===== src/rtl/sfd_pkg.sv =====
// widths, sideband type and division step for the spring force pipeline
package sfd_pkg;

   localparam int POS_W   = 32;
   localparam int DIFF_W  = 33;
   localparam int PARM_W  = 31;
   localparam int SQ_W    = 66;
   localparam int ROOT_W  = 33;
   localparam int REM_W   = 36;

   // per item sideband that rides alongside the square root
   typedef struct packed {
      logic [DIFF_W-1:0] ax;
      logic [DIFF_W-1:0] ay;
      logic [PARM_W-1:0] rest;
      logic [PARM_W-1:0] stiff;
      logic              coincident;
      logic              dx_neg;
      logic              dy_neg;
   } sfd_side_type;

   // one restoring division step: {quotient bit, new remainder}
   function automatic logic [DIFF_W:0] div_step(input logic [DIFF_W:0]   part,
                                                input logic [DIFF_W-1:0] den);
      logic              ge;
      logic [DIFF_W:0]   diff;
      ge   = (part >= {1'b0, den});
      diff = part - {1'b0, den};
      div_step = ge ? {1'b1, diff[DIFF_W-1:0]} : {1'b0, part[DIFF_W-1:0]};
   endfunction

endpackage


===== src/rtl/sfd_sqrt.sv =====
// pipelined integer square root, one root bit per stage
module sfd_sqrt #(
   parameter int SIDE_W = 8
) (
   input  logic                      clock,
   input  logic                      reset,
   input  logic                      enable,
   input  logic                      in_valid,
   input  logic [sfd_pkg::SQ_W-1:0]  in_radicand,
   input  logic [SIDE_W-1:0]         in_side,
   output logic                      out_valid,
   output logic [sfd_pkg::ROOT_W-1:0] out_root,
   output logic [SIDE_W-1:0]         out_side
);
   import sfd_pkg::*;

   logic              valid_ff [ROOT_W];
   logic [REM_W-1:0]  rem_ff   [ROOT_W];
   logic [ROOT_W-1:0] root_ff  [ROOT_W];
   logic [SQ_W-1:0]   rad_ff   [ROOT_W];
   logic [SIDE_W-1:0] side_ff  [ROOT_W];

   for (genvar i = 0; i < ROOT_W; i++) begin : g_stage
      logic              valid_prev;
      logic [REM_W-1:0]  rem_prev;
      logic [ROOT_W-1:0] root_prev;
      logic [SQ_W-1:0]   rad_prev;
      logic [SIDE_W-1:0] side_prev;
      logic [REM_W-1:0]  shifted;
      logic [REM_W-1:0]  trial;
      logic              ge;
      logic [REM_W-1:0]  rem_in;
      logic [ROOT_W-1:0] root_in;
      logic [SQ_W-1:0]   rad_in;

      if (i == 0) begin : g_first
         assign valid_prev = in_valid;
         assign rem_prev   = '0;
         assign root_prev  = '0;
         assign rad_prev   = in_radicand;
         assign side_prev  = in_side;
      end else begin : g_next
         assign valid_prev = valid_ff[i-1];
         assign rem_prev   = rem_ff[i-1];
         assign root_prev  = root_ff[i-1];
         assign rad_prev   = rad_ff[i-1];
         assign side_prev  = side_ff[i-1];
      end

      always_comb begin
         shifted = {rem_prev[REM_W-3:0], rad_prev[SQ_W-1 -: 2]};
         trial   = {{(REM_W-ROOT_W-2){1'b0}}, root_prev, 2'b01};
         ge      = (shifted >= trial);
         rem_in  = ge ? (shifted - trial) : shifted;
         root_in = {root_prev[ROOT_W-2:0], ge};
         rad_in  = {rad_prev[SQ_W-3:0], 2'b00};
      end

      always_ff @(posedge clock) begin
         if (reset) begin
            valid_ff[i] <= 1'b0;
         end else if (enable) begin
            valid_ff[i] <= valid_prev;
         end
         if (enable) begin
            rem_ff[i]  <= rem_in;
            root_ff[i] <= root_in;
            rad_ff[i]  <= rad_in;
            side_ff[i] <= side_prev;
         end
      end
   end

   assign out_valid = valid_ff[ROOT_W-1];
   assign out_root  = root_ff[ROOT_W-1];
   assign out_side  = side_ff[ROOT_W-1];

endmodule


===== config.mk =====
export PLATFORM = sky130hd
export DESIGN_NAME = sfd_sqrt
export DESIGN_NICKNAME = d
export VERILOG_FILES = /design/src/rtl/sfd_pkg.sv /design/src/rtl/sfd_sqrt.sv
export SDC_FILE = /design/constraint.sdc
export NUM_CORES = 2
export LEC_CHECK = 0
export BUFFER_PORTS_ARGS = -buffer_cell sky130_fd_sc_hd__buf_2
export CAP_MARGIN = 20
export CELL_PAD_IN_SITES_DETAIL_PLACEMENT = 1
export CELL_PAD_IN_SITES_GLOBAL_PLACEMENT = 1
export CORE_MARGIN = 5
export CORE_UTILIZATION = 23
export CTS_CLUSTER_DIAMETER = 100
export CTS_CLUSTER_SIZE = 10
export DETAILED_ROUTE_END_ITERATION = 7
export GPL_TIMING_DRIVEN = 0
export HOLD_SLACK_MARGIN = 0.15
export PLACE_DENSITY = 0.47
export SLEW_MARGIN = 20
export SYNTH_ARGS = -nofsm -noshare
export SYNTH_HDL_FRONTEND = slang
export SYNTH_MEMORY_MAX_BITS = 65536
export SYNTH_SLANG_ARGS = --single-unit

===== constraint.sdc =====
create_clock -name clock -period 4.46 [get_ports clock]
set_clock_uncertainty 0.15 [all_clocks]
set_input_delay 0.223 -clock clock [delete_from_list [all_inputs] [get_ports clock]]
set_output_delay 0.223 -clock clock [all_outputs]
set_load 0.03 [all_outputs]

* Word-level counts from Yosys, hierarchy flattened
Memories as Yosys holds them, arrays and structs flattened.
Index checks and enable logic that the tools add are counted.
** Storage, ports and cells
- Memories :: 5
- Memory bits (writable) :: 4686
- Input port bits :: 78
- Word-level logic and storage cells :: 176
- Output and inout port bits :: 42
- Bits in registers :: 0
** Operators by class
- Add/sub/neg operators :: 33
- Bitwise logic cells :: 33
- Order comparisons :: 33
- Muxes and demuxes :: 72
** Memory list
- rad_ff :: words 33, width 64, read ports 32, clocked after memory_dff 0, wr ports 33, line sfd_sqrt.sv:20 : logic [SQ_W-1:0] rad_ff [ROOT_W];
- rem_ff :: words 33, width 36, read ports 32, clocked after memory_dff 0, wr ports 33, line sfd_sqrt.sv:18 : logic [REM_W-1:0] rem_ff [ROOT_W];
- root_ff :: words 33, width 33, read ports 33, clocked after memory_dff 0, wr ports 33, line sfd_sqrt.sv:19 : logic [ROOT_W-1:0] root_ff [ROOT_W];
- side_ff :: words 33, width 8, read ports 33, clocked after memory_dff 0, wr ports 33, line sfd_sqrt.sv:21 : logic [SIDE_W-1:0] side_ff [ROOT_W];
- valid_ff :: words 33, width 1, read ports 33, clocked after memory_dff 0, wr ports 33, line sfd_sqrt.sv:17 : logic valid_ff [ROOT_W];
** Operator list (number)
- $mux W36 :: 33
- $ge A36 B35 Y1 :: 32
- $sub A36 B35 Y36 :: 32
- $mux W1 :: 39
- $or A1 B1 Y1 :: 33
- $sub A2 B1 Y3 const B :: 1
- $ge A2 B1 Y1 const B :: 1

* Logic depth before layout (Yosys ltp)
- Depth after elaboration :: 4
- Mapped depth :: 15
- Gate-level depth less buffers :: 12

* Least setup slack after synthesis
OpenSTA, ideal clock, no wires.
- Path type :: register -> register
- Start point :: mem rem_ff[22][0] (netlist: rem_ff[0][792])
- End point :: mem rem_ff[23][4] (netlist: rem_ff[0][832]) (data pin)
- Cell stages (with the launch flop) :: 12
- Data arrival time :: 3.317 ns
- Clock period less this slack :: 3.726 ns
- Setup time :: 0.260 ns
- Slack :: 0.734 ns
- Path through :: edfxtp_1 ha_1 nor2b_1 o21a_1 o21ai_0 a21o_1 a211oi_1 a21oi_1 o21ai_0 a211oi_1 clkbuf_1 mux2_2
** RTL lines (line)
- from (decl) :: sfd_sqrt.sv:18

==> results.tsv <==
stage	metric	value	unit
floorplanning	# IOs	120	
min_path	worst min path class	reg2reg	
power	Final Total Pwr	77300	uW
timing	measured slew at the worst slew-check pin	0.958	ns
finish	Final nets	11200	
yosys	Ys Warns	0	
finish	FF/Latch Area	88600	sq um
status	run status	finished, violations left	
place	post-DP HPWL	228000	um
clock_tree	CTS clk-pin slew, worst paths	0.06	ns
floorplanning	die area	591000	sq um
finish	multi-input logic area	40400	sq um
yosys	#FFs+latches synth	2951	
clock_tree	Max Buffers Root-to-Sink	4	
timing	Final Setup Violations	0	
timing	final hold violations	0	
setup_path	Critical Path AT	4.77	ns
routing	Vias	77500	
floorplanning	Rows	278	
yosys	top post-synthesis cells by area	edfxtp_1 67%, ha_1 5.6%, xor2_1 3.0%, xnor2_1 2.9%, inv_1 2.1%	
yosys	most frequent cells after synthesis	2951 x edfxtp_1, 749 x inv_1, 699 x nand2_1	
yosys	Synth area leader	edfxtp_1	
routing	drt via density	4.27	
finish	fill cell count	61900	
clock_tree	CTS tree	done	
routing	DRC viols	1	
yosys	Netlist Area Pre-Place	132000	sq um
routing	WL final	314000	um
place	Port Buf Inserts	119	
flow_run	number of max-cap violations	0	
yosys	top-count cell post-synth	edfxtp_1	
floorplanning	core area	574000	sq um
place	dpl cell area	143000	sq um
finish	Final Instance Area	155000	sq um
yosys	synth unique cells	84	
setup_path	Register-to-Register Path Depth	10	
routing	DR WL/cell	17.3	um
timing	Worst slew margin	35.3	%
setup_path	Worst Path Required	4.90	ns
yosys	sequential area share after synthesis	66.9	%
setup_path	crit-path cells	ha_1 > and3_1 > and2_1 > a221oi_1 > o31ai_2 > a311o_1 > a21boi_0 > nor2b_1 > nor4_1 > xor2_1	
timing	max-slew violation count	0	
timing	PnR worst setup slack	0.131	ns
routing	Iteration-0 DRC Markers	3673	
yosys	Syn Nets	10500	
status	failing checks	design-rule violations	
global_routing	pin count of the biggest net entering global routing	143	
power	worst vdd ir	0.314	mV
timing	setup_tns	0	ns
yosys	EDFF count, synth	2951	
floorplanning	DIE WIDTH	769	um
yosys	syn_area_per_cell	13.4	sq um
clock_tree	Worst-Skew Late Latency	0.99	ns
floorplanning	chip height	769	um
routing	antenna-violating nets left	0	
yosys	ys async rst share	0	%
yosys	Yosys top cell area share	66.9	%
clock_tree	Num CTS Buffers	336	
global_routing	gr usage total	10.3	%
clock_tree	CTS root buffer	clkbuf_16	
finish	area delta synth->final	16.8	%
clock_tree	CTS HTree Levels	5	
global_routing	gr ovfl total	0	
setup_path	Setup crit start kind	flop	
timing	Fmax achieved	0.231	GHz
setup_path	crit path kind	reg2reg	
place	GPL Wtd Cong	0.887	
setup_path	endpoint type of the worst setup path	flop	
setup_path	CP max-delay cell	nor4_1	
setup_path	worst-path maximum fanout	6	
global_routing	global-route wire length before repair	494000	um
floorplanning	Initial Util	23.1	%
power	Leak Pwr	0.0567	uW
clock_tree	CTS sink count	2951	
finish	fraction of layout cells with a size suffix above 1	7.26	%
global_routing	initial antenna violation count	3	
place	worst slack, placed	-1.27	ns
timing	final period utilization	97.1	%
routing	DRT Pass-1 Iters	8	
place	cell total after placement	17600	
min_path	Hold Path Stages	0	
finish	Non-Filler Instances	18100	
global_routing	vias in the first global route	83900	
setup_path	biggest cell delay along the critical path	0.64	ns
yosys	Post-synth top flop	edfxtp_1	
power	Power Density	500	nW/um^2
timing	Final min period	4.33	ns
yosys	synthesized instance count	9867	
registers in the layout, indices dropped and copies added (netlist names):
name and cells:
root_ff 561, side_ff 264, rem_ff 1037, rad_ff 1056
valid_ff 33
through the flow:
stage	util [%]	hold slack, ns
6_report	27.0	0.184
5_1_grt	27.0	0.197
4_1_cts	26.9	0.174
3_5_place_dp	25.0	0.251
3_3_place_gp	24.8	0.249
2_1_floorplan	-	0.172
cell type report:
cell class                 count  area share, %
tap                         7560           6.12
timing repair buffer         332           2.15
inverter                     750           1.82
clock inverter                33          0.428
multi-input combinational   5965           26.2
buffer                       199          0.523
clock buffer                 348           5.49
sequential                  2951           57.3
antenna                        3        0.00485
where the power goes:
part           total (uW)  internal, uW  switching [uW]  leakage (uW)
Combinational       15500          6320            9180        0.0237
Sequential          37100         34900            2160        0.0285
Clock               24700         13600           11200       0.00445
Total               77300         54800           22500        0.0567
critical path, delay by kind of cell (launching register included):
kind | cells | cell delay (ns)
compound gates | 4 | 1.67
simple gates | 4 | 1.20
xor+xnor | 1 | 0.13
flops | 1 | 0.42
fa+ha+maj | 1 | 0.41
metal layers:
| layer | GRT usage [%] | vias up | share of wire, % |
|---|---|---|---|
| li1 | - | 37700 | - |
| met1 | 13.0 | 38200 | 44 |
| met2 | 18.0 | 1015 | 48 |
| met3 | 1.44 | 622 | 3.2 |
| met4 | 3.91 | 2 | 4.0 |
| met5 | 0 | - | 0.0041 |
final timing paths:
path	from	endpoint	slack, ns
worst max-delay path	rem_ff[0][875]	rem_ff[0][932]	0.13
worst max register to register	rem_ff[0][875]	rem_ff[0][932]	0.13
worst min-delay path	rad_ff[0][476]	rad_ff[0][542]	0.18
worst min register to register	rad_ff[0][476]	rad_ff[0][542]	0.18
logic make-up (layout without fill, tap and decap cells):
| logic type | count (synthesis) | in the layout | synth area share, % |
|---|---|---|---|
| multiplexers | 67 | 67 | 0.562 |
| flip-flops | 2951 | 2951 | 66.9 |
| XOR/XNOR | 879 | 879 | 5.81 |
| adder cells (fa/ha/maj) | 596 | 596 | 5.63 |
| buffers and inverters | 951 | 1662 | 2.70 |
| AO/OA/AOI/OAI | 1939 | 1939 | 9.04 |
| AND/OR/NAND/NOR | 2483 | 2483 | 9.33 |
| other | 1 | 4 | 0.00283 |
cell usage in the layout, fill, tap and decap left out, drive strengths merged, types with 13 or more instances in the layout:
master          n
nand3         134
a211oi         49
o21bai         49
clkinv         26
o21ai         546
mux2           59
nor4          138
o211ai         26
buf           187
clkbuf        532
and2           62
o31ai          62
xnor2         432
nor3          248
a21o          290
and4           18
or4            62
o21a          120
nor3b          20
or3           124
o41ai          16
xor2          447
a31oi          59
nand2b        114
nand4          89
nand3b         25
edfxtp       2951
nand2         701
a211o          15
or2            62
a21oi         546
nor2          507
nor2b          89
ha            596
a21boi         27
o2111ai        13
inv           756
dlygate4sd3   160
and3           55
a221oi         15
repair_timing:
item,4_1_cts,5_1_grt
gates cloned,0,1
endpoints found under the setup margin,268,359
hold buffers,169,0
buffers inserted,6,7
endpoints found under the hold margin,571,0
gates resized for setup,48,45
pin swaps,1,4
No activity file was read; power rests on OpenSTA's default activity.
