`config.mk`:
```
export PLATFORM = sky130hd
export DESIGN_NAME = sfd_div
export DESIGN_NICKNAME = d
export VERILOG_FILES = /design/src/rtl/sfd_pkg.sv /design/src/rtl/sfd_div.sv
export SDC_FILE = /design/constraint.sdc
export NUM_CORES = 2
export LEC_CHECK = 0
export ABC_AREA = 0
export BUFFER_PORTS_ARGS = -buffer_cell sky130_fd_sc_hd__clkbuf_2
export CAP_MARGIN = 30
export CORE_MARGIN = 3
export CORE_UTILIZATION = 62
export DETAILED_ROUTE_END_ITERATION = 8
export PLACE_DENSITY = 0.78
export SYNTH_ARGS = -nofsm -noshare
export SYNTH_HDL_FRONTEND = slang
export SYNTH_SLANG_ARGS = --single-unit
```
`constraint.sdc`:
```
create_clock -name clock -period 11.9 [get_ports clock]
set_clock_uncertainty 0.15 [all_clocks]
set_input_delay 1.785 -clock clock [delete_from_list [all_inputs] [get_ports clock]]
set_output_delay 1.785 -clock clock [all_outputs]
set_load 0.005 [all_outputs]
```
`src/rtl/sfd_pkg.sv`:
```
// widths, sideband type and division step for the spring force pipeline
package sfd_pkg;

   localparam int POS_W   = 32;
   localparam int DIFF_W  = 33;
   localparam int PARM_W  = 31;
   localparam int SQ_W    = 66;
   localparam int ROOT_W  = 33;
   localparam int REM_W   = 36;

   // per item sideband that rides alongside the square root
   typedef struct packed {
      logic [DIFF_W-1:0] ax;
      logic [DIFF_W-1:0] ay;
      logic [PARM_W-1:0] rest;
      logic [PARM_W-1:0] stiff;
      logic              coincident;
      logic              dx_neg;
      logic              dy_neg;
   } sfd_side_type;

   // one restoring division step: {quotient bit, new remainder}
   function automatic logic [DIFF_W:0] div_step(input logic [DIFF_W:0]   part,
                                                input logic [DIFF_W-1:0] den);
      logic              ge;
      logic [DIFF_W:0]   diff;
      ge   = (part >= {1'b0, den});
      diff = part - {1'b0, den};
      div_step = ge ? {1'b1, diff[DIFF_W-1:0]} : {1'b0, part[DIFF_W-1:0]};
   endfunction

endpackage

```
`src/rtl/sfd_div.sv`:
```
// pipelined restoring divider for both unit vector components
module sfd_div #(
   parameter int FRAC_BITS = 16,
   parameter int SIDE_W    = 8
) (
   input  logic                        clock,
   input  logic                        reset,
   input  logic                        enable,
   input  logic                        in_valid,
   input  logic [sfd_pkg::DIFF_W-1:0]  in_num_x,
   input  logic [sfd_pkg::DIFF_W-1:0]  in_num_y,
   input  logic [sfd_pkg::DIFF_W-1:0]  in_den,
   input  logic [SIDE_W-1:0]           in_side,
   output logic                        out_valid,
   output logic [FRAC_BITS:0]          out_quo_x,
   output logic [FRAC_BITS:0]          out_quo_y,
   output logic [SIDE_W-1:0]           out_side
);
   import sfd_pkg::*;

   localparam int STEPS = FRAC_BITS + 1;

   logic              valid_ff [STEPS];
   logic [DIFF_W-1:0] rx_ff    [STEPS];
   logic [DIFF_W-1:0] ry_ff    [STEPS];
   logic [DIFF_W-1:0] den_ff   [STEPS];
   logic [FRAC_BITS:0] qx_ff   [STEPS];
   logic [FRAC_BITS:0] qy_ff   [STEPS];
   logic [SIDE_W-1:0] side_ff  [STEPS];

   for (genvar j = 0; j < STEPS; j++) begin : g_step
      logic               valid_prev;
      logic [DIFF_W:0]    part_x;
      logic [DIFF_W:0]    part_y;
      logic [DIFF_W-1:0]  den_prev;
      logic [FRAC_BITS:0] qx_prev;
      logic [FRAC_BITS:0] qy_prev;
      logic [SIDE_W-1:0]  side_prev;
      logic [DIFF_W:0]    res_x;
      logic [DIFF_W:0]    res_y;

      // first step takes the numerator as is: its quotient bit has weight one
      if (j == 0) begin : g_first
         assign valid_prev = in_valid;
         assign part_x     = {1'b0, in_num_x};
         assign part_y     = {1'b0, in_num_y};
         assign den_prev   = in_den;
         assign qx_prev    = '0;
         assign qy_prev    = '0;
         assign side_prev  = in_side;
      end else begin : g_next
         assign valid_prev = valid_ff[j-1];
         assign part_x     = {rx_ff[j-1], 1'b0};
         assign part_y     = {ry_ff[j-1], 1'b0};
         assign den_prev   = den_ff[j-1];
         assign qx_prev    = qx_ff[j-1];
         assign qy_prev    = qy_ff[j-1];
         assign side_prev  = side_ff[j-1];
      end

      assign res_x = div_step(part_x, den_prev);
      assign res_y = div_step(part_y, den_prev);

      always_ff @(posedge clock) begin
         if (reset) begin
            valid_ff[j] <= 1'b0;
         end else if (enable) begin
            valid_ff[j] <= valid_prev;
         end
         if (enable) begin
            rx_ff[j]   <= res_x[DIFF_W-1:0];
            ry_ff[j]   <= res_y[DIFF_W-1:0];
            den_ff[j]  <= den_prev;
            qx_ff[j]   <= {qx_prev[FRAC_BITS-1:0], res_x[DIFF_W]};
            qy_ff[j]   <= {qy_prev[FRAC_BITS-1:0], res_y[DIFF_W]};
            side_ff[j] <= side_prev;
         end
      end
   end

   assign out_valid = valid_ff[STEPS-1];
   assign out_quo_x = qx_ff[STEPS-1];
   assign out_quo_y = qy_ff[STEPS-1];
   assign out_side  = side_ff[STEPS-1];

endmodule

```
== Word level (Yosys, flattened, before mapping) ==
Memories as Yosys holds them, arrays and structs flattened.
Index checks and enable logic that the tools add are counted.
Word-level totals
  latch bits: 0
  word-level logic and storage cells: 149
  ROM bits: 0
  output and inout bits: 43
  register bits after elaboration: 0
  RAM bits: 2414
  memories: 7
  bits of input ports: 111
Memory list
  den_ff: words 17, width 33, read ports 16, clocked after memory_dff 0, wr ports 17, line sfd_div.sv:26  | logic [DIFF_W-1:0] den_ff [STEPS];
  rx_ff: words 17, width 33, read ports 16, clocked after memory_dff 0, wr ports 17, line sfd_div.sv:24  | logic [DIFF_W-1:0] rx_ff [STEPS];
  ry_ff: words 17, width 33, read ports 16, clocked after memory_dff 0, wr ports 17, line sfd_div.sv:25  | logic [DIFF_W-1:0] ry_ff [STEPS];
  qx_ff: words 17, width 17, read ports 17, clocked after memory_dff 0, wr ports 17, line sfd_div.sv:27  | logic [FRAC_BITS:0] qx_ff [STEPS];
  qy_ff: words 17, width 17, read ports 17, clocked after memory_dff 0, wr ports 17, line sfd_div.sv:28  | logic [FRAC_BITS:0] qy_ff [STEPS];
  side_ff: words 17, width 8, read ports 17, clocked after memory_dff 0, wr ports 17, line sfd_div.sv:29  | logic [SIDE_W-1:0] side_ff [STEPS];
  +1 memories
Operators by class
  div/mod/pow operators: 0
  shifts and indexed selects: 0
  order comparisons: 34
  $mul: 0
  equality and inequality tests: 0
  add/subtract/negate cells: 34
  multiplexer cells: 57
  bitwise operators: 17
  reductions and logical operators: 0
Operators by type and width (number)
  34-bit 2-to-1 mux: 34
  33-bit subtractor: 34
  34-bit by 33-bit >= comparator with 1-bit output: 32
  33-bit >= comparator: 2
  1-bit 2-to-1 mux: 23
  1-bit OR: 17

== Logic depth before layout (Yosys ltp) ==
  depth in word-level cells: 4
  mapped depth: 16
  gate-level depth less buffers: 15

== Least setup slack after synthesis ==
Ideal clock, no wire load.
  path type: input to register
  start: in in_den[10] in the netlist's numbering
  end: mem ry_ff[0][21] (data pin)
  arrival time: 4.810 ns
  path buffers: 2
  required time: 11.478 ns
  setup time: 0.272 ns
  setup slack: 6.668 ns
  stages: 13
  path through: inv_1 > ha_1 > clkbuf_1 > a21o_1 > a211o_1 > o21a_1 > a311oi_1 > a211oi_1 > a221o_1 > a41o_1 > o21ai_2 > clkbuf_1 > o31ai_1
RTL lines
  from (decl): line sfd_div.sv:12  | input logic [sfd_pkg::DIFF_W-1:0] in_den,
  to (decl): line sfd_div.sv:25

==> results.py <==
metrics = {
    "status": {
        "outcome": "complete, but fails checks",
        "violations": "DRC",
    },
    "yosys": {
        "async_flop_share_pct": 0,
        "ys_seq_elements": 2043,
        "synth_cells": 12121,
        "yosysWarnings": 0,
        "yosysUniqueCellTypes": 94,
        "ys.flop_type": "edfxtp_1",
        "yosysSeqAreaShare_pct": 47.61,
        "syn_area_um2": 128900,
        "synth_enable_flop_cells": 2043,
        "syn_area_per_cell_um2": 10.63,
        "synth_nets": 13384,
    },
    "power_and_ir_drop": {
        "p_int_mw": 23.87,
        "p_sw_share_pct": 42.71,
        "p_seq_share_pct": 30.9,
        "power_mw": 41.67,
        "p_clk_share_pct": 17.1,
        "share_comb_of_total_power_pct": 52.0,
        "p_sw_mw": 17.79,
        "irDropWorstVdd_mv": 0.3536,
        "power.density_nw_per_um2": 296.7,
        "p_leak_nw": 57.90,
    },
    "drt": {
        "viasPerCell": 6.584,
        "postRouteAntennaNets": 0,
        "post_drt_wl_per_cell_um": 26.56,
        "first_iter_violations": 9775,
        "num_vias": 99725,
        "drc": 4,
        "totalWireLength_mm": 402.3,
        "drtPass1Iterations": 9,
    },
    "cells_and_area": {
        "mostFrequentLayoutCells": "edfxtp_1, ha_1, a21oi_1, nand2_1, inv_1",
        "area_growth_pct": 8.994,
        "final_core_util_pct": 68.30,
        "drive_above_1_share_pct": 6.361,
        "final_common_cell": "edfxtp_1",
        "final_nets": 13533,
    },
    "setup_path": {
        "worst-path-max-fanout": 63,
        "start_kind": "register",
        "r2r-start": "den_ff[0][139]",
        "crit_path_start": "den_ff[0][139]",
        "endpoint": "ry_ff[0][177]",
        "r2r_end": "ry_ff[0][177]",
        "critical_path_class": "reg2reg",
        "r2r_cells": 12,
        "critPathRequiredTime_ns": 12.38,
        "r2r_slack_ns": 6.44,
        "end_kind": "register",
        "crit_arrival_ns": 5.94,
    },
    "timing": {
        "worst_slew_pin_slew_ns": 1.090,
        "slew_headroom_pct": 26.35,
        "maxSlewViolCount": 0,
        "hold_viol": 0,
        "setup_viol": 0,
        "layout_setup_ws_ns": 6.441,
        "fin_crit_sh_pct": 45.88,
        "period_minus_slack_ns": 5.459,
        "fin_tns_setup_ns": 0,
        "fmax_ghz": 0.1832,
        "rsz0062_at_grt": "no",
    },
    "grt": {
        "grt_pass1_wl_mm": 602.5,
        "grtUsageTotal_pct": 37.29,
        "antenna_found_initial": 14,
        "grt_max_degree": 190,
        "grt_pass1_vias": 101116,
        "grt-ovfl-total": 0,
    },
    "cts": {
        "post-cts-setup-buffers": 0,
        "root_buffer": "clkbuf_16",
        "cts_tree": "yes",
        "cts_resized": 0,
        "clk_latency_ns": 0.93,
        "tritoncts.num_buffers": 212,
        "clk_pin_slew_ns": 0.06,
        "ctsHoldBuffers": 0,
        "cts_sinks": 2043,
        "clockBufferDepth": 3,
        "cts_htree_levels": 4,
    },
    "place": {
        "preCtsSetupSlack_ns": 5.656,
        "portBuffers": 153,
        "place.gp.congestion": 1.058,
        "dp_hpwl_mm": 304.6,
    },
    "die": {
        "rows": 166,
        "die_area_um2": 213300,
        "die_w_um": 461.9,
        "core_um2": 205600,
        "die_y_um": 461.9,
        "floorplan.initialDensity_pct": 62.67,
        "ios": 154,
    },
    "job": {
        "maxCapViolCount": 0,
    },
    "min_path": {
        "hp-class": "reg2reg",
    },
}
## through the flow
stage	hold WS (ns)	std cells	area (um2)
final	0.2515	15146	140400
after global routing	0.2615	15143	140400
after CTS	0.2559	15127	140300
after detailed placement	0.2545	14733	132800
after global placement	0.2502	14727	132700
after floorplan	0.2503	12121	128900
## Yosys cell counts, drive strengths merged (43+ instances only)
cell	n	share of area, %
nand4	173	0.84
ha	1120	11
edfxtp	2043	48
o21bai	156	0.91
inv	816	2.4
a21o	601	3.5
and3	112	0.55
nor2b	202	0.98
nand2b	168	0.82
clkbuf	266	0.78
nand2	949	2.8
nand3	177	0.69
and2	71	0.34
nor2	698	2.0
xor2	383	2.6
o31ai	69	0.40
a31oi	111	0.54
a21oi	1093	4.2
nor3	146	0.57
xnor2	525	3.6
o21a	158	0.92
mux2	371	3.3
o21ai	947	3.7
buf	43	0.19
a211oi	67	0.39
## per-layer routing
layer | wire length, um | track usage (%) | vias up
met4 | 44010 | 33.29 | 10
met3 | 27480 | 7.031 | 1905
li1 | - | - | 45207
met5 | 78 | 0.04525 | -
met1 | 128800 | 36.79 | 47157
met2 | 201900 | 66.46 | 5446
## cells by family (layout without fill, tap and decap cells)
group                      count (synthesis)  count (layout)  share of synthesized area (%)
and+or+nand+nor                         2881            2881                          10.60
other                                      0               8                              0
DFF                                     2043            2043                          47.61
AOI/OAI and AO/OA                       3626            3626                          17.47
adders and majority gates               1152            1152                          11.37
xor gates and xnor gates                 908             908                          6.172
muxes                                    384             384                          3.422
buffers and inverters                   1127            1456                          3.348
## worst min-delay path by stage
stage	start	end	depth (start not counted)
6_report	qy_ff[0][53]	qy_ff[0][71]	0
3_3_place_gp	side_ff[0][39]	side_ff[0][47]	0
5_1_grt	den_ff[0][304]	den_ff[0][337]	0
4_1_cts	qy_ff[0][121]	qy_ff[0][139]	0
3_5_place_dp	qx_ff[13][3]	qx_ff[14][4]	0
2_1_floorplan	qx_ff[9][9]	qx_ff[10][10]	0
## state kept, by name (all words and copies together), names as in the netlist
register	flops
den_ff	528
rx_ff	528
ry_ff	528
qx_ff	153
qy_ff	153
side_ff	136
valid_ff	17
## critical path, stage by stage, from the launching register on
cell and delay [ns]:
edfxtp_1 0.74, inv_1 0.14, ha_1 0.38, a21oi_1 0.19, nand2_1 0.07, o21ai_1 0.60
o22ai_1 0.32, o41ai_1 0.85, o21ai_1 0.42, a31oi_4 0.27, buf_4 0.52, inv_2 0.10
mux2_1 0.35
## cell type report
class	instances	area (um2)
fill	14614	65180
multi-input combinational	8951	63520
sequential	2043	61350
clock buffer	239	5406
tap	2688	3363
inverter	818	3072
clock inverter	155	2082
timing repair buffer	244	1632
antenna	8	20.02
## power groups by stage
stage	clock, mW	sequential, mW	combinational [mW]
floorplan	0	12.1	15.2
global route	7.47	13.0	23.4
detailed placement	0	12.9	20.7
global placement	0	12.8	20.1
finish	7.13	12.9	21.6
CTS	7.18	12.8	21.1
No activity file was read; power rests on OpenSTA's default activity.
